## src/block_chain_allocation_table_defines.svh

```systemverilog
// Assertion macros used by the file that checks its own behaviour.
`ifndef BLOCK_CHAIN_ALLOCATION_TABLE_DEFINES_SVH
`define BLOCK_CHAIN_ALLOCATION_TABLE_DEFINES_SVH

// Consequent must hold in the same cycle as the antecedent.
`define BCT_ASSERT_SAME(lbl, clk, rstn, ante, cons) \
    lbl: assert property (@(posedge clk) disable iff (!rstn) (ante) |-> (cons)) \
        else $error("bct check failed");

// Consequent must hold in the cycle after the antecedent.
`define BCT_ASSERT_NEXT(lbl, clk, rstn, ante, cons) \
    lbl: assert property (@(posedge clk) disable iff (!rstn) (ante) |=> (cons)) \
        else $error("bct check failed");

`endif

```

## src/bct_pkg.sv

```systemverilog
package bct_pkg;

    typedef enum logic [2:0] {
        MODE_ALLOC      = 3'd0,
        MODE_LINK       = 3'd1,
        MODE_MARK_END   = 3'd2,
        MODE_FREE       = 3'd3,
        MODE_FREE_CHAIN = 3'd4,
        MODE_READ       = 3'd5
    } t_mode;

    typedef enum logic [1:0] {
        KIND_FREE     = 2'd0,
        KIND_END      = 2'd1,
        KIND_RESERVED = 2'd2,
        KIND_LINK     = 2'd3
    } t_kind;

    typedef enum logic [1:0] {
        ST_OK      = 2'd0,
        ST_NO_FREE = 2'd1,
        ST_RANGE   = 2'd2
    } t_status;

    typedef enum logic [2:0] {
        S_IDLE,
        S_EXEC,
        S_RD,
        S_EV,
        S_OUT
    } t_state;

    typedef struct packed {
        t_kind       kind;
        logic [5:0]  link;
    } t_entry;

endpackage

```

## src/bct_table.sv

```systemverilog
module bct_table #(
    parameter int NUM_BLOCKS      = 64,
    parameter int RESERVED_BLOCKS = 4
) (
    input  logic                          i_clk,
    input  logic                          i_rst_n,
    input  logic                          i_wr_en,
    input  logic [$clog2(NUM_BLOCKS)-1:0] i_wr_addr,
    input  bct_pkg::t_entry               i_wr_data,
    input  logic [$clog2(NUM_BLOCKS)-1:0] i_rd_addr,
    output bct_pkg::t_entry               o_rd_data
);

    bct_pkg::t_entry         r_mem [NUM_BLOCKS];
    logic [NUM_BLOCKS-1:0]   r_valid;
    bct_pkg::t_entry         r_rd_data;
    logic                    r_rd_valid;
    logic                    r_rd_boot;

    always_ff @(posedge i_clk) begin
        if (i_wr_en) begin
            r_mem[i_wr_addr] <= i_wr_data;
        end
        r_rd_data  <= r_mem[i_rd_addr];
        r_rd_valid <= r_valid[i_rd_addr];
        r_rd_boot  <= int'(i_rd_addr) < RESERVED_BLOCKS;
    end

    // An entry never written since reset still holds its boot value.
    always_ff @(posedge i_clk) begin
        if (!i_rst_n) begin
            r_valid <= '0;
        end else if (i_wr_en) begin
            r_valid[i_wr_addr] <= 1'b1;
        end
    end

    always_comb begin
        if (r_rd_valid) begin
            o_rd_data = r_rd_data;
        end else begin
            o_rd_data.kind = r_rd_boot ? bct_pkg::KIND_RESERVED : bct_pkg::KIND_FREE;
            o_rd_data.link = 6'd0;
        end
    end

endmodule

```

## src/bct_ctrl.sv

```systemverilog
module bct_ctrl #(
    parameter int NUM_BLOCKS = 64
) (
    input  logic                          i_clk,
    input  logic                          i_rst_n,
    input  logic                          i_s_tvalid,
    output logic                          o_s_tready,
    input  logic [23:0]                   i_s_tdata,
    output logic                          o_m_tvalid,
    input  logic                          i_m_tready,
    output logic [23:0]                   o_m_tdata,
    output logic                          o_wr_en,
    output logic [$clog2(NUM_BLOCKS)-1:0] o_wr_addr,
    output bct_pkg::t_entry               o_wr_data,
    output logic [$clog2(NUM_BLOCKS)-1:0] o_rd_addr,
    input  bct_pkg::t_entry               i_rd_data
);

    localparam int IW = $clog2(NUM_BLOCKS);
    localparam logic [IW-1:0] LAST = IW'(NUM_BLOCKS - 1);

    bct_pkg::t_state  r_state, n_state;
    bct_pkg::t_mode   r_mode;
    logic [7:0]       r_blk;
    logic [5:0]       r_tgt;
    logic [IW-1:0]    r_cur, n_cur;
    logic [IW-1:0]    r_step, n_step;
    logic [5:0]       r_res_block, n_res_block;
    bct_pkg::t_kind   r_res_kind, n_res_kind;
    bct_pkg::t_status r_status, n_status;
    logic [6:0]       r_freed, n_freed;

    logic accept;
    logic blk_ok;
    logic tgt_ok;
    logic link_ok;

    assign accept  = i_s_tvalid && (r_state == bct_pkg::S_IDLE);
    assign blk_ok  = int'(r_blk) < NUM_BLOCKS;
    assign tgt_ok  = int'(r_tgt) < NUM_BLOCKS;
    assign link_ok = int'(i_rd_data.link) < NUM_BLOCKS;

    assign o_s_tready = (r_state == bct_pkg::S_IDLE);
    assign o_m_tvalid = (r_state == bct_pkg::S_OUT);
    assign o_m_tdata  = {7'd0, r_freed, r_status, r_res_kind, r_res_block};
    assign o_rd_addr  = r_cur;

    always_comb begin
        n_state = r_state;
        case (r_state)
            bct_pkg::S_IDLE: begin
                if (accept) begin
                    n_state = bct_pkg::S_EXEC;
                end
            end
            bct_pkg::S_EXEC: begin
                case (r_mode)
                    bct_pkg::MODE_ALLOC: n_state = bct_pkg::S_RD;
                    bct_pkg::MODE_FREE_CHAIN,
                    bct_pkg::MODE_READ: n_state = blk_ok ? bct_pkg::S_RD : bct_pkg::S_OUT;
                    default: n_state = bct_pkg::S_OUT;
                endcase
            end
            bct_pkg::S_RD: n_state = bct_pkg::S_EV;
            bct_pkg::S_EV: begin
                case (r_mode)
                    bct_pkg::MODE_ALLOC: begin
                        if (i_rd_data.kind == bct_pkg::KIND_FREE || r_cur == LAST) begin
                            n_state = bct_pkg::S_OUT;
                        end else begin
                            n_state = bct_pkg::S_RD;
                        end
                    end
                    bct_pkg::MODE_FREE_CHAIN: begin
                        // The walk only carries on through a link that stays in the table.
                        if (i_rd_data.kind != bct_pkg::KIND_LINK || !link_ok
                                || r_step == LAST) begin
                            n_state = bct_pkg::S_OUT;
                        end else begin
                            n_state = bct_pkg::S_RD;
                        end
                    end
                    default: n_state = bct_pkg::S_OUT;
                endcase
            end
            bct_pkg::S_OUT: begin
                if (i_m_tready) begin
                    n_state = bct_pkg::S_IDLE;
                end
            end
            default: n_state = bct_pkg::S_IDLE;
        endcase
    end

    always_comb begin
        n_cur       = r_cur;
        n_step      = r_step;
        n_res_block = r_res_block;
        n_res_kind  = r_res_kind;
        n_status    = r_status;
        n_freed     = r_freed;
        o_wr_en     = 1'b0;
        o_wr_addr   = r_cur;
        o_wr_data   = '0;
        case (r_state)
            bct_pkg::S_IDLE: begin
                if (accept) begin
                    n_res_block = 6'd0;
                    n_res_kind  = bct_pkg::KIND_FREE;
                    n_status    = bct_pkg::ST_OK;
                    n_freed     = 7'd0;
                end
            end
            bct_pkg::S_EXEC: begin
                o_wr_addr = IW'(r_blk);
                case (r_mode)
                    bct_pkg::MODE_ALLOC: begin
                        n_cur = '0;
                    end
                    bct_pkg::MODE_LINK: begin
                        if (blk_ok && tgt_ok) begin
                            o_wr_en        = 1'b1;
                            o_wr_data.kind = bct_pkg::KIND_LINK;
                            o_wr_data.link = r_tgt;
                        end else begin
                            n_status = bct_pkg::ST_RANGE;
                        end
                    end
                    bct_pkg::MODE_MARK_END: begin
                        if (blk_ok) begin
                            o_wr_en        = 1'b1;
                            o_wr_data.kind = bct_pkg::KIND_END;
                        end else begin
                            n_status = bct_pkg::ST_RANGE;
                        end
                    end
                    bct_pkg::MODE_FREE: begin
                        if (blk_ok) begin
                            o_wr_en = 1'b1;
                        end else begin
                            n_status = bct_pkg::ST_RANGE;
                        end
                    end
                    bct_pkg::MODE_FREE_CHAIN,
                    bct_pkg::MODE_READ: begin
                        if (blk_ok) begin
                            n_cur  = IW'(r_blk);
                            n_step = '0;
                        end else begin
                            n_status = bct_pkg::ST_RANGE;
                        end
                    end
                    default: begin
                        n_cur = r_cur;
                    end
                endcase
            end
            bct_pkg::S_EV: begin
                case (r_mode)
                    bct_pkg::MODE_ALLOC: begin
                        if (i_rd_data.kind == bct_pkg::KIND_FREE) begin
                            o_wr_en        = 1'b1;
                            o_wr_data.kind = bct_pkg::KIND_RESERVED;
                            n_res_block    = 6'(r_cur);
                        end else if (r_cur == LAST) begin
                            n_status = bct_pkg::ST_NO_FREE;
                        end else begin
                            n_cur = r_cur + 1'b1;
                        end
                    end
                    bct_pkg::MODE_READ: begin
                        n_res_kind  = i_rd_data.kind;
                        n_res_block = (i_rd_data.kind == bct_pkg::KIND_LINK)
                                      ? i_rd_data.link : 6'd0;
                    end
                    bct_pkg::MODE_FREE_CHAIN: begin
                        if (i_rd_data.kind != bct_pkg::KIND_FREE) begin
                            o_wr_en = 1'b1;
                            n_freed = r_freed + 1'b1;
                            n_cur   = IW'(i_rd_data.link);
                            n_step  = r_step + 1'b1;
                        end
                    end
                    default: begin
                        n_cur = r_cur;
                    end
                endcase
            end
            default: begin
                n_cur = r_cur;
            end
        endcase
    end

    always_ff @(posedge i_clk) begin
        if (!i_rst_n) begin
            r_state <= bct_pkg::S_IDLE;
        end else begin
            r_state <= n_state;
        end
    end

    always_ff @(posedge i_clk) begin
        if (accept) begin
            r_mode <= bct_pkg::t_mode'(i_s_tdata[2:0]);
            r_blk  <= i_s_tdata[10:3];
            r_tgt  <= i_s_tdata[16:11];
        end
        r_cur       <= n_cur;
        r_step      <= n_step;
        r_res_block <= n_res_block;
        r_res_kind  <= n_res_kind;
        r_status    <= n_status;
        r_freed     <= n_freed;
    end

endmodule

```

## src/block_chain_allocation_table.sv

```systemverilog
// Link, mark end, free block and out-of-range items go from the execute state to the result.
// Read entry reads and evaluates its entry; allocate reads and evaluates entries from block 0 up
// to the first free one or the last. Free chain reads each chain entry and frees it unless free.
// A new item is taken only after the previous result is taken; a stalled result holds it off.
// Reset is synchronous, active low; the table then reads back its boot contents.
`include "block_chain_allocation_table_defines.svh"

module block_chain_allocation_table #(
    parameter int NUM_BLOCKS      = 64,
    parameter int RESERVED_BLOCKS = 4
) (
    input  logic        i_clk,
    input  logic        i_rst_n,
    input  logic        s_tvalid,
    output logic        s_tready,
    input  logic [23:0] s_tdata,   // mode[2:0], block_index[10:3], target_index[16:11]
    output logic        m_tvalid,
    input  logic        m_tready,
    output logic [23:0] m_tdata    // result_block[5:0], result_kind[7:6], status[9:8],
                                   // freed_count[16:10]
);

    localparam int IW = $clog2(NUM_BLOCKS);

    logic            wr_en;
    logic [IW-1:0]   wr_addr;
    bct_pkg::t_entry wr_data;
    logic [IW-1:0]   rd_addr;
    bct_pkg::t_entry rd_data;

    logic            in_accept;
    logic            res_no_free;
    logic            res_range;
    logic            res_blk_zero;
    logic            res_low_zero;

    bct_ctrl #(
        .NUM_BLOCKS (NUM_BLOCKS)
    ) u_ctrl (
        .i_clk      (i_clk),
        .i_rst_n    (i_rst_n),
        .i_s_tvalid (s_tvalid),
        .o_s_tready (s_tready),
        .i_s_tdata  (s_tdata),
        .o_m_tvalid (m_tvalid),
        .i_m_tready (m_tready),
        .o_m_tdata  (m_tdata),
        .o_wr_en    (wr_en),
        .o_wr_addr  (wr_addr),
        .o_wr_data  (wr_data),
        .o_rd_addr  (rd_addr),
        .i_rd_data  (rd_data)
    );

    bct_table #(
        .NUM_BLOCKS      (NUM_BLOCKS),
        .RESERVED_BLOCKS (RESERVED_BLOCKS)
    ) u_table (
        .i_clk     (i_clk),
        .i_rst_n   (i_rst_n),
        .i_wr_en   (wr_en),
        .i_wr_addr (wr_addr),
        .i_wr_data (wr_data),
        .i_rd_addr (rd_addr),
        .o_rd_data (rd_data)
    );

    assign in_accept    = s_tvalid && s_tready;
    assign res_no_free  = m_tvalid && (m_tdata[9:8] == bct_pkg::ST_NO_FREE);
    assign res_range    = m_tvalid && (m_tdata[9:8] == bct_pkg::ST_RANGE);
    assign res_blk_zero = (m_tdata[5:0] == 6'd0) && (m_tdata[16:10] == 7'd0);
    assign res_low_zero = (m_tdata[7:0] == 8'd0) && (m_tdata[16:10] == 7'd0);

    `BCT_ASSERT_SAME(a_busy_while_result, i_clk, i_rst_n, m_tvalid, !s_tready)
    `BCT_ASSERT_NEXT(a_busy_after_accept, i_clk, i_rst_n, in_accept, !s_tready && !m_tvalid)
    `BCT_ASSERT_SAME(a_no_free_clean, i_clk, i_rst_n, res_no_free, res_blk_zero)
    `BCT_ASSERT_SAME(a_range_clean, i_clk, i_rst_n, res_range, res_low_zero)

endmodule

```

## config.mk

```make
export PLATFORM = sky130hd
export DESIGN_NAME = block_chain_allocation_table
export DESIGN_NICKNAME = d
export VERILOG_FILES = /design/src/bct_pkg.sv /design/src/bct_table.sv /design/src/bct_ctrl.sv /design/src/block_chain_allocation_table.sv
export VERILOG_INCLUDE_DIRS = /design/src /design/src/src
export SDC_FILE = /design/constraint.sdc
export NUM_CORES = 1
export LEC_CHECK = 0
export CORE_ASPECT_RATIO = 1.75
export CORE_MARGIN = 1.5
export CORE_UTILIZATION = 55
export DETAILED_ROUTE_END_ITERATION = 10
export DONT_BUFFER_PORTS = 1
export PLACE_DENSITY = 0.73
export SLEW_MARGIN = 20
export SYNTH_ARGS = -nofsm -noshare
export SYNTH_HDL_FRONTEND = slang
export SYNTH_SLANG_ARGS = --single-unit
```

## constraint.sdc

```tcl
create_clock -name i_clk -period 5.48 [get_ports i_clk]
set_input_delay 1.096 -clock i_clk [delete_from_list [all_inputs] [get_ports i_clk]]
set_output_delay 1.096 -clock i_clk [all_outputs]
set_load 0.005 [all_outputs]
```

==> results by group <==
Clocking
  • Clock latency on the worst-skew pair: 0.59 ns
  • Worst-path clk slew: 0.07 ns
  • Clock root buffer master: clkbuf_16
  • Total setup buffers inserted after CTS: 0
  • Num Clock Sinks: 635
  • Gates resized, CTS repair: 0
  • Total CTS buffers: 50
  • Post-CTS Hold Fix Bufs: 0
  • Clock Tree Buf Depth: 3
  • H-tree lvl count: 2
  • CTS tree: done

Placement
  • DP HPWL: 36030 µm
  • Minimum setup slack after placement: 1.814 ns
  • Number of I/O port buffers: 0
  • Final Wtd Congestion: 0.8848

Detailed routing
  • Sum of routed wire segments on met1: 20540 µm
  • 1st-pass router iterations: 6
  • Met2 wire length: 29670 µm
  • Average routed wire per standard cell: 28.04 µm
  • Top routing layer used: met4
  • Via Count: 13360
  • Number of nets still failing antenna checks after routing: 0
  • # DRC: 0
  • Met3 routed WL: 3661 µm
  • Ratio of routed vias to standard cells: 6.452
  • Final Routed Wirelength: 58060 µm
  • First DRT Iteration DRCs: 1595

Worst hold path
  • Hold WC Path Type: register to register
  • Start point of the worst hold path: u_table.r_valid[14]

Power
  • Post-layout power: 9.319 mW
  • Part of the total power dissipated in combinational logic: 2.9%
  • Leakage power total: 9.753 nW
  • Internal power summed over all cells: 7.435 mW
  • Sw Pwr: 1.884 mW
  • IR drop worst, VDD: 0.0003300 V
  • Share of power burned in the clock network: 40.6%
  • Proportion of total power due to net switching: 20.22%
  • Sequential cell fraction of total power: 56.5%
  • Pwr/cell area: 338.2 nW/µm²

Setup path
  • Crit Path Class: register to register
  • Arrival @ worst endpoint: 3.91 ns
  • Startpoint of the most critical register-to-register path: u_ctrl.r_state[0]
  • CP Max Fanout: 12
  • Critical path startpoint category: register
  • Worst setup path start: u_ctrl.r_state[0]
  • Largest stage delay, worst path: 0.76 ns
  • Ordered list of cells on the worst path: or3b_1, or3_1, a21oi_2, o211ai_1, nor2_1
  • CP Capture Type: register
  • Slowest stage cell on the critical path: nor2_1
  • Required arrival time at the worst endpoint: 5.70 ns

STA
  • Pins Over Slew Limit: 0
  • Tightest Pin Transition: 1.114 ns
  • Sum Neg Setup Slack: 0 ns
  • Fin crit period: 3.687 ns
  • Fraction of the cycle the final worst path needs: 67.27%
  • Total count of hold-check failures in the final report: 0
  • Slew HR: 25.57%
  • FMAX: 271.3 MHz
  • Setup repair after global routing missed its margin: false
  • PnR worst setup slack: 1.793 ns
  • Final count of negative-setup-slack endpoints: 0
  • Clock Skews: 0.02051 ns

Synthesis
  • Post-Synthesis Mean Instance Area: 17.55 µm²
  • Seq/Total Area, Yosys: 73.12%
  • Synthesized flop and latch total: 635
  • Main flop type after synthesis: edfxtp_1
  • Syn. warnings: 0
  • Post-Synthesis Cell Area: 25020 µm²
  • Library cells used by synthesis: 62
  • Number of enable flip-flop cells after synthesis: 558
  • Synthesized instance count: 1426
  • Ys async rst share: 0%

Cells and area
  • Highest-count cells in the layout ignoring fill and taps: edfxtp_1, mux4_2, nand2_1, o21ai_0, dfxtp_1
  • Most frequent standard cell in the layout excluding fill and tap cells: edfxtp_1
  • Area Overhead vs Synth: 10.13%
  • Number of nets in the layout: 1483
  • Antenna diode count: 0
  • Share of layout cells above drive strength 1: 20.08%
  • Final Util: 61.27%

GRT
  • GR Overflow Total: 0
  • Via count of the first global-routing pass: 13560
  • GR Util All Layers: 25.25%
  • Antenna violations before repair: 0
  • Largest net degree at the start of global routing: 111
  • First-pass GRT wire length: 85520 µm

Die
  • Die area: 46830 µm²
  • Overall die height: 285.2 µm
  • Core Area: 44980 µm²
  • Row count: 103
  • Starting density of the core: 55.63%
  • I/O pin count: 54
  • Horizontal die dimension: 164.2 µm

Job
  • Max-cap violations: 0

Outcome
  • Result of the run: completed
[registers in the layout, indices dropped and copies added, names as in the netlist, 2 cells and up]
register / count
u_ctrl.r_res_block: 6
u_ctrl.r_status: 2
u_ctrl.r_state: 3
u_ctrl.r_tgt: 6
u_ctrl.r_blk: 8
u_table.r_mem: 512
u_ctrl.r_mode: 3
u_table.r_valid: 64
u_ctrl.r_freed: 7
u_ctrl.r_res_kind: 2
u_table.r_rd_data: 8
u_ctrl.o_rd_addr: 6
u_ctrl.r_step: 6
[critical path: cells and delay by family, from the launching register on]
| family | cells | cell delay (ns) |
|---|---|---|
| and+or+nand+nor | 3 | 1.76 |
| DFF | 1 | 0.47 |
| AOI/OAI and AO/OA | 2 | 1.07 |
[kinds of logic (layout without fill, tap and decap cells)]
group / after synthesis / in the layout / synth area share [%]
xor gates and xnor gates: 14 / 14 / 0.4900
buffers and inverters: 99 / 161 / 1.835
adders and majority gates: 3 / 3 / 0.1500
DFF: 635 / 635 / 73.12
and+or+nand+nor: 296 / 296 / 5.375
muxes: 164 / 164 / 13.43
AOI/OAI and AO/OA: 214 / 214 / 5.585
other: 1 / 7 / 0.01499
[synth_stat cells, drive strengths merged, types with 2 or more instances]
cell     instances  area share, %
edfxtp         558             67
mux4           137             12
nand2          107            1.6
o21ai           89            1.8
dfxtp           77            6.2
nor2            77            1.2
clkbuf          51           0.77
buf             39           0.93
nor3            39           0.78
a22oi           24           0.72
mux2i           24           0.96
o22ai           24           0.60
a21oi           20           0.42
nand3           16           0.32
a22o            10           0.35
and2             9           0.22
o2111ai          9           0.44
and3             8           0.20
xnor2            7           0.25
xor2             7           0.25
inv              6           0.10
nand4            6           0.15
nor2b            6           0.15
or3              6           0.15
nand2b           5           0.13
o211ai           5           0.15
a211oi           4           0.12
nand3b           4           0.12
or2              4           0.10
a2111oi          3           0.11
a221o            3           0.12
a221oi           3           0.11
a311oi           3           0.11
a31oi            3          0.075
clkinv           3          0.045
ha               3           0.15
mux2             3           0.13
o31ai            3          0.090
nor3b            2          0.080
nor4             2          0.050
o311ai           2          0.070
o41ai            2          0.070
or3b             2          0.070
or4              2          0.060
[metrics by stage]
stage | hold slack, ns | instance area, µm² | cells
final | 0.4506 | 27560 | 2071
after global routing | 0.4737 | 27560 | 2071
after detailed placement | 0.4354 | 25840 | 1977
after CTS | 0.4513 | 27560 | 2071
after global placement | 0.4259 | 25840 | 1977
after floorplan | 0.4198 | 25050 | 1432
[metal layers]
metal	vias up	GRT usage, %
li1	5745	-
met1	6780	30.54
met2	655	43.07
met3	183	2.676
met4	0	15.95
met5	-	0
[layout make-up]
cell class / instances / area (µm²)
Inverter: 9 / 36.28
Timing Repair Buffer: 58 / 473.0
Sequential cell: 635 / 18300
Tap cell: 577 / 721.9
Fill cell: 3090 / 17420
Clock buffer: 57 / 1287
Clock inverter: 37 / 429.2
Multi-Input combinational cell: 698 / 6312
[final timing paths]
check / endpoint / slack (ns) / depth (start not counted)
hold reg to reg: u_table.r_valid[14] / 0.45 / 2
setup reg to reg: u_table.r_mem[35][4] / 1.79 / 5
setup / recovery: u_table.r_mem[35][4] / 1.79 / 5
hold / removal: u_table.r_valid[14] / 0.45 / 2
[power groups by stage]
stage               clock, mW  combinational, mW  sequential, mW
floorplan                   0              0.194            5.35
global route             3.97              0.286            5.27
CTS                      3.81              0.269            5.26
detailed placement          0              0.266            5.37
global placement            0              0.263            5.37
finish                   3.78              0.273            5.27
Note: power is estimated with default switching activity, not from simulation.
